### config.mk
export PLATFORM = sky130hd
export DESIGN_NAME = alu8_with_flags
export DESIGN_NICKNAME = d
export VERILOG_FILES = /design/src/rtl/core/alu8f_pkg.sv /design/src/rtl/core/alu8_with_flags.sv /design/src/rtl/core/alu8f_exec.sv
export SDC_FILE = /design/constraint.sdc
export NUM_CORES = 1
export LEC_CHECK = 0
export BUFFER_PORTS_ARGS = -buffer_cell sky130_fd_sc_hd__buf_2
export CORE_UTILIZATION = 31
export DETAILED_ROUTE_END_ITERATION = 10
export PLACE_DENSITY_LB_ADDON = 0.08
export SLEW_MARGIN = 0
export SYNTH_ARGS = -nofsm -noshare
export SYNTH_HDL_FRONTEND = slang
export SYNTH_SLANG_ARGS = --single-unit
### constraint.sdc
create_clock -name clk -period 2.7 [get_ports clk]
set_clock_uncertainty 0.15 [all_clocks]
set_input_delay 0.54 -clock clk [delete_from_list [all_inputs] [get_ports clk]]
set_output_delay 0.54 -clock clk [all_outputs]
set_load 0.02 [all_outputs]
### src/rtl/core/alu8f_pkg.sv
// ----------------------------------------------------------------------------
// alu8f_pkg
// operation codes and flag type of the 8-bit alu with status flags
// ----------------------------------------------------------------------------
package alu8f_pkg;

	typedef logic [3:0] op_t;
	typedef logic [7:0] byte_t;

	// first member is the msb, so carry sits in bit 0
	typedef struct packed {
		logic boolean;
		logic zero;
		logic negative;
		logic carry;
	} flags_t;

	localparam op_t OP_ADD  = 4'd0;
	localparam op_t OP_ADDC = 4'd1;
	localparam op_t OP_SUB  = 4'd2;
	localparam op_t OP_XOR  = 4'd3;
	localparam op_t OP_AND  = 4'd4;
	localparam op_t OP_NOT  = 4'd5;
	localparam op_t OP_SHL  = 4'd6;
	localparam op_t OP_SHR  = 4'd7;
	localparam op_t OP_INC  = 4'd8;
	localparam op_t OP_INCC = 4'd9;
	localparam op_t OP_DEC  = 4'd10;
	localparam op_t OP_GE   = 4'd11;
	localparam op_t OP_GT   = 4'd12;
	localparam op_t OP_LE   = 4'd13;
	localparam op_t OP_LT   = 4'd14;
	localparam op_t OP_EQ   = 4'd15;

	localparam byte_t SIGN_BIT  = 8'h80;
	localparam byte_t BYTE_ONES = 8'hFF;

endpackage

### src/rtl/core/alu8_with_flags.sv
// ----------------------------------------------------------------------------
// alu8_with_flags
// 8-bit alu with carry, negative, zero and boolean status flags
// ----------------------------------------------------------------------------
//
// channel   dir  tdata bits (low first)                          tuser
// s_axis    in   [7:0] operand_a, [15:8] operand_b                [3:0] operation
// m_axis    out  [7:0] result, [8] carry, [9] negative,           -
//                [10] zero, [11] bool, [15:12] zero fill
//
// one word per cycle sustained while the output is not stalled; output valid
// rises once a word has passed the input register and the result register
// the flag registers update when a word moves into the result register, so
// the next word sees them with no bubble
// reset clears valids and all four flags; a stalled output word holds and
// the input side keeps taking words until both registers are full
//
module alu8_with_flags (
	input  logic        clk,
	input  logic        arst_n,
	input  logic        s_axis_tvalid,
	output logic        s_axis_tready,
	input  logic [15:0] s_axis_tdata,   // [7:0] operand_a, [15:8] operand_b
	input  logic [3:0]  s_axis_tuser,   // [3:0] operation
	output logic        m_axis_tvalid,
	input  logic        m_axis_tready,
	output logic [15:0] m_axis_tdata    // [7:0] result, [8] carry, [9] negative,
	                                    // [10] zero, [11] bool, [15:12] zero
);

	// input register
	logic                valid_s1;
	alu8f_pkg::byte_t    a_s1;
	alu8f_pkg::byte_t    b_s1;
	alu8f_pkg::op_t      op_s1;

	// result register
	logic                valid_s2;
	alu8f_pkg::byte_t    res_s2;
	alu8f_pkg::flags_t   flags_s2;

	// architectural flags carried between operations
	alu8f_pkg::flags_t   flags_q;

	alu8f_pkg::byte_t    exec_res;
	alu8f_pkg::flags_t   exec_flags;

	logic                s_fire;
	logic                advance;

	// result register frees up when empty or being drained this cycle
	assign advance       = !valid_s2 || m_axis_tready;
	assign s_axis_tready = !valid_s1 || advance;
	assign s_fire        = s_axis_tvalid && s_axis_tready;

	always_ff @(posedge clk or negedge arst_n) begin
		if (!arst_n) begin
			valid_s1 <= 1'b0;
		end else if (s_fire) begin
			valid_s1 <= 1'b1;
		end else if (advance) begin
			valid_s1 <= 1'b0;
		end
	end

	always_ff @(posedge clk) begin
		if (s_fire) begin
			a_s1  <= s_axis_tdata[7:0];
			b_s1  <= s_axis_tdata[15:8];
			op_s1 <= s_axis_tuser;
		end
	end

	alu8f_exec u_exec (
		.a         (a_s1),
		.b         (b_s1),
		.op        (op_s1),
		.flags_cur (flags_q),
		.res       (exec_res),
		.flags_nxt (exec_flags)
	);

	always_ff @(posedge clk or negedge arst_n) begin
		if (!arst_n) begin
			valid_s2 <= 1'b0;
			flags_q  <= '0;
		end else if (advance) begin
			valid_s2 <= valid_s1;
			if (valid_s1) begin
				flags_q <= exec_flags;
			end
		end
	end

	always_ff @(posedge clk) begin
		if (advance && valid_s1) begin
			res_s2   <= exec_res;
			flags_s2 <= exec_flags;
		end
	end

	assign m_axis_tvalid = valid_s2;
	assign m_axis_tdata  = {4'b0000, flags_s2, res_s2};

endmodule

### src/rtl/core/alu8f_exec.sv
// ----------------------------------------------------------------------------
// alu8f_exec
// combinational datapath: result and next flags from operands and old flags
// ----------------------------------------------------------------------------
module alu8f_exec (
	input  alu8f_pkg::byte_t  a,
	input  alu8f_pkg::byte_t  b,
	input  alu8f_pkg::op_t    op,
	input  alu8f_pkg::flags_t flags_cur,
	output alu8f_pkg::byte_t  res,
	output alu8f_pkg::flags_t flags_nxt
);

	logic [8:0]        sum;
	alu8f_pkg::byte_t  arith_res;
	logic              arith_cy;
	logic              is_cmp;
	logic              cmp_bit;
	logic              big_shift;

	assign sum       = {1'b0, a} + {1'b0, b};
	assign big_shift = |b[7:3];

	always_comb begin
		arith_res = '0;
		arith_cy  = 1'b0;
		is_cmp    = 1'b0;
		cmp_bit   = 1'b0;
		unique case (op)
			alu8f_pkg::OP_ADD:  arith_res = sum[7:0];
			alu8f_pkg::OP_ADDC: begin
				arith_res = sum[7:0];
				arith_cy  = sum[8];
			end
			alu8f_pkg::OP_SUB:  arith_res = a - b;
			alu8f_pkg::OP_XOR:  arith_res = a ^ b;
			alu8f_pkg::OP_AND:  arith_res = a & b;
			alu8f_pkg::OP_NOT:  arith_res = ~a;
			alu8f_pkg::OP_SHL:  arith_res = big_shift ? '0 : (a << b[2:0]);
			alu8f_pkg::OP_SHR:  arith_res = big_shift ? '0 : (a >> b[2:0]);
			alu8f_pkg::OP_INC:  arith_res = a + 8'd1;
			alu8f_pkg::OP_INCC: begin
				arith_res = a + 8'd1;
				arith_cy  = (a == alu8f_pkg::BYTE_ONES);
			end
			alu8f_pkg::OP_DEC:  arith_res = a - 8'd1;
			alu8f_pkg::OP_GE: begin
				is_cmp  = 1'b1;
				cmp_bit = (a >= b);
			end
			alu8f_pkg::OP_GT: begin
				is_cmp  = 1'b1;
				cmp_bit = (a > b);
			end
			alu8f_pkg::OP_LE: begin
				is_cmp  = 1'b1;
				cmp_bit = (a <= b);
			end
			alu8f_pkg::OP_LT: begin
				is_cmp  = 1'b1;
				cmp_bit = (a < b);
			end
			alu8f_pkg::OP_EQ: begin
				is_cmp  = 1'b1;
				cmp_bit = (a == b);
			end
		endcase
	end

	// compares keep carry, negative and zero and give a zero result
	always_comb begin
		if (is_cmp) begin
			res               = '0;
			flags_nxt         = flags_cur;
			flags_nxt.boolean = cmp_bit;
		end else begin
			res                = arith_res;
			flags_nxt.carry    = arith_cy;
			flags_nxt.negative = |(arith_res & alu8f_pkg::SIGN_BIT);
			flags_nxt.zero     = (arith_res == '0);
			flags_nxt.boolean  = 1'b0;
		end
	end

endmodule

; ---- Word-level counts from Yosys, hierarchy flattened
; Index checks and enable logic that the tools add are counted.
[totals]
ff_bits = 37
inputBits = 24
output_inout_bits = 18
word_cells = 66
[classes]
addsub = 4
magnitude_cmp = 4
eq_ne = 17
shift = 2
mux = 9
bitwise = 3
n_reduce_logical = 14
[ops]
columns = operator, count
row1 = $pmux W8 S9, 1
row2 = $eq A4 B4 Y1 const B, 8
row3 = $eq A4 B3 Y1 const B, 4
row4 = $mux W8, 2
row5 = $reduce_or A5 Y1, 2
row6 = $add A8 B8 Y9, 1
row7 = $add A8 B1 Y8 const B, 1
row8 = $and A8 B8 Y8, 1
row9 = $eq A4 B2 Y1 const B, 2
row10 = $eq A8 B8 Y1, 1
row11 = $eq A8 B8 Y1 const B, 1
row12 = $ge A8 B8 Y1, 1
row13 = $gt A8 B8 Y1, 1
row14 = $le A8 B8 Y1, 1
row15 = $logic_not A8 Y1, 1
row16 = $lt A8 B8 Y1, 1
row17 = $not A8 Y8, 1
row18 = $shl A8 B3 Y8, 1
row19 = $shr A8 B3 Y8, 1
row20 = $sub A8 B1 Y8 const B, 1
row21 = $sub A8 B8 Y8, 1
row22 = $xor A8 B8 Y8, 1
row23 = $pmux W1 S5, 1
row24 = $eq A4 B1 Y1 const B, 1
row25 = other kinds (10), 16

; ---- Logic depth before layout (Yosys ltp)
[logic_depth]
depth_word = 5
ltp_mapped = 12
ltp_nobuf = 11

; ---- Modules after synthesis
; A second synthesis with hierarchy kept.
[unflattened]
hier_cells = 387
area_unflattened_um2 = 3585.9
[by_module_without_submodules]
columns = module, n_inst, cells_each, area_per_inst_um2, seq_area_each_um2
row1 = alu8f_exec, 1, 333, 2324.7, 0.0
row2 = alu8_with_flags, 1, 54, 1261.2, 1111.1

; ---- Least setup slack after synthesis
; OpenSTA, ideal clock, no wires.
[synth_path]
path_kind = reg-to-reg
from = reg op_s1[2]
to = reg flags_q[2] in the netlist's numbering
setup_time_ns = 0.104
arrival_ns = 2.661
required_time_ns = 2.446
slack_ns = -0.215
stages_incl_launch_ff = 12
n_path_buf = 1
period_less_slack_ns = 2.915
path_cell_list = edfxtp_1 -> nand4bb_1 -> buf_2 -> xnor2_1 -> ha_1 -> or3_1 -> o31ai_1 -> xor2_1 -> a32oi_1 -> nor4bb_1 -> a32oi_1 -> o41ai_2
[synth_via]
elab_chain_len = 5
elab_cells_between_ends = 23
classes_between = 15 x eq/ne / 3 x mux / 5 x reduce/logical
[synth_lines]
columns = element, line_no
row1 = "start, declared", alu8_with_flags.sv:35  ; alu8f_pkg::op_t op_s1;
row2 = "start signal, assigned", alu8_with_flags.sv:70  ; op_s1 <= s_axis_tuser;
row3 = $eq A4 B4 Y1 (tied with other cells), alu8f_exec.sv:29  ; unique case (op)
row4 = $reduce_or A2 Y1 (no line), n/a
row5 = $pmux W8 S9, alu8f_exec.sv:29
row6 = $logic_not A8 Y1, alu8f_exec.sv:80  ; flags_nxt.zero = (arith_res == '0);
row7 = $mux W3 *, alu8f_exec.sv:72  ; if (is_cmp) begin
row8 = "end signal, assigned", alu8_with_flags.sv:90  ; flags_q <= exec_flags;
row9 = "end, declared", alu8_with_flags.sv:43  ; alu8f_pkg::flags_t flags_q;
; Mark *: on every way between the ends. The rest lies on a longest branch, timed or not.
; A chain may end at the register's enable or synchronous reset.

==> results.tsv <==
metric	value	unit
coreArea	10300	um^2
synth_top_area_share	29.0	%
vias_per_cell	5.10	
setup_viol	3	
maxSlewViolCount	0	
violations	negative setup slack	
synth.avg_cell_area	9.27	um^2
rows	37	
die_width	105	um
internal_power	1.34	mW
final_antenna_net_count	0	
hpwl	8280	um
clk_pin_slew	90	ps
max_cap_violations	0	
critPathKind	flip-flop to flip-flop	
worstPathRequired	2680	ps
yosysSeqAreaShare	32.8	%
leakagePower	1.95	nW
multi_input_area	2210	um^2
status	finished, violations left	
cts_sinks	37	
grt_pass1_wl	16800	um
wl	10600	um
dieArea	11100	um^2
gp_congestion	0.906	
syn_inst	357	
gr-total-overflow	0	
synthArstFlopShare	13.5	%
finalCriticalPeriod	2820	ps
firstDrtPassIters	4	
mostFrequentLayoutCells	89 x buf_4, 37 x buf_2, 33 x nand2_1, 32 x edfxtp_1	
htree_levels	2	
n_fill_cell	991	
drc_errors	0	
vias	3095	
ys_ff_latch	37	
fmax	354	MHz
track_usage	19.6	%
tightest_slew	512	ps
drt_iter0_markers	134	
tritoncts	done	
swShare	32.6	%
io_buffers	37	
clock-root-buffer	clkbuf_8	
ir_worst_vdd	243	uV
pre_cts_ws	-205	ps
hold_viol	0	
fin_util	44.5	%
ioPinCount	42	
fin_crit_sh	105	%
synthesis.area	3310	um^2
layout_setup_ws	-125	ps
drive_gt1_share	40.8	%
critPathArrivalTime	2810	ps
final_common_cell	buf_4	
regArea	1090	um^2
start_kind	flip-flop	
start_util	32.0	%
relSlewSlack	65.0	%
wl_per_cell	17.4	um
worstPathMaxFanout	4	
syn2layout_area_growth	38.8	%
combPwrFrac	38.0	%
clockBufferDepth	2	
fp.dieH	105	um
synth_edf_count	32	
numCtsBuffers	5	
netSwitchingPower	0.648	mW
grt_pass1_vias	3094	
power_density	433	nW/um^2
rsz0062_at_grt	true	
yosys_warnings	0	
stdcell_count	607	
power_frac_seq	35.8	%
antenna_cells	0	
antenna_found_initial	0	
nets	514	
end_kind	flip-flop	
ys_types	68	
synth_area_leader_cell	edfxtp_1	
dp.cells	593	
clock_latency	300	ps
p_clk_share	26.2	%
synth_ff_type	edfxtp_1	
grt_max_degree	21	
ys_top_cells_by_area	edfxtp_1 29%, ha_1 6.8%, mux4_2 4.8%	
hold_path.class	input port to flip-flop	
kinds of logic after synthesis:
family / synth area share (%)
compound gates: 19.2
xor+xnor: 4.50
fa+ha+maj: 8.02
buf+inv: 6.96
flops: 32.8
mux: 7.87
other cells: 0.113
simple gates: 20.5
registers in the layout, indices dropped and copies added (netlist names):
signal	cells
flags_q	3
m_axis_tvalid	1
res_s2	8
a_s1	8
op_s1	4
valid_s1	1
b_s1	8
m_axis_tdata	4
area by class of cell:
type | count | area share (%)
clock buffers | 6 | 1.80
flip-flops and latches | 37 | 23.7
clock inverters | 2 | 0.817
inverters | 23 | 1.88
repair buffers | 131 | 20.0
well taps | 136 | 3.71
multi-input cells | 272 | 48.2
Yosys cell counts (all sizes together), types with 3 or more instances:
library cell and instances:
nand2 34, edfxtp 32, inv 23, buf 18
ha 18, nor2 18, nand3 14, a21oi 13
nand2b 12, xnor2 12, clkbuf 10, a31oi 9
mux2i 8, o22ai 8, a21o 7, and2 7
mux4 7, nand4 7, nor2b 7, nor3 7
o21ai 7, dfrtp 5, o31ai 5, xor2 5
a221oi 4, a32oi 4, and3 4, nor4 4
o211ai 4, a211oi 3, o21bai 3, o41ai 3
or3 3
critical path, cell delays in order, from the launching register on:
cell,delay (ps)
edfxtp_1,510
buf_6,170
xnor2_1,120
ha_2,170
or3_4,380
o31ai_4,180
xor2_1,100
a32oi_1,230
nor4bb_2,270
a32oi_1,180
nor3_1,190
power groups by stage:
stage / Combinational, mW / Sequential, mW / Clock (mW)
2_1_floorplan: 0.382 / 0.753 / 0
3_3_place_gp: 0.692 / 0.723 / 0
3_5_place_dp: 0.690 / 0.723 / 0
4_1_cts: 0.718 / 0.712 / 0.533
5_1_grt: 0.819 / 0.718 / 0.557
6_report: 0.756 / 0.712 / 0.521
final timing paths:
kind / start / end / slack (ps) / depth (start not counted)
worst max-delay path: a_s1[1] / m_axis_tdata[10] / -120 / 10
worst min-delay path: s_axis_tdata[4] / a_s1[4] / 260 / 1
worst max register to register: a_s1[1] / m_axis_tdata[10] / -120 / 10
worst min register to register: valid_s1 / m_axis_tvalid / 340 / 1
max in group asynchronous: arst_n / flags_q[2] / 1820 / 2
min in group asynchronous: arst_n / m_axis_tvalid / 430 / 2
what timing repair did:
action / in CTS / in global routing
setup endpoints to repair: 7 / 9
pin swaps: 15 / 18
buffers inserted: 2 / 4
hold endpoints to repair: 5 / 0
hold buffers: 1 / 0
gates resized for setup: 18 / 20
routing by layer:
metal  routed length [um]  up-vias  GRT usage (%)
met1                 4740     1453           26.5
met2                 5220       86           33.1
met4                  117        0           4.73
li1                     -     1548              -
met5                    0        -              0
met3                  491        8           2.66
per-stage QoR:
| step | instance area (um^2) | hold slack (ps) | TNS, ps | total power, mW |
|---|---|---|---|---|
| after floorplan | 3350 | 94.4 | -223 | 1.14 |
| after global placement | 4230 | 214 | -722 | 1.41 |
| after detailed placement | 4230 | 215 | -622 | 1.41 |
| after CTS | 4460 | 256 | -258 | 1.96 |
| after global routing | 4590 | 249 | -842 | 2.09 |
| final | 4590 | 258 | -223 | 1.99 |
Power figures use the tool's default switching activity.
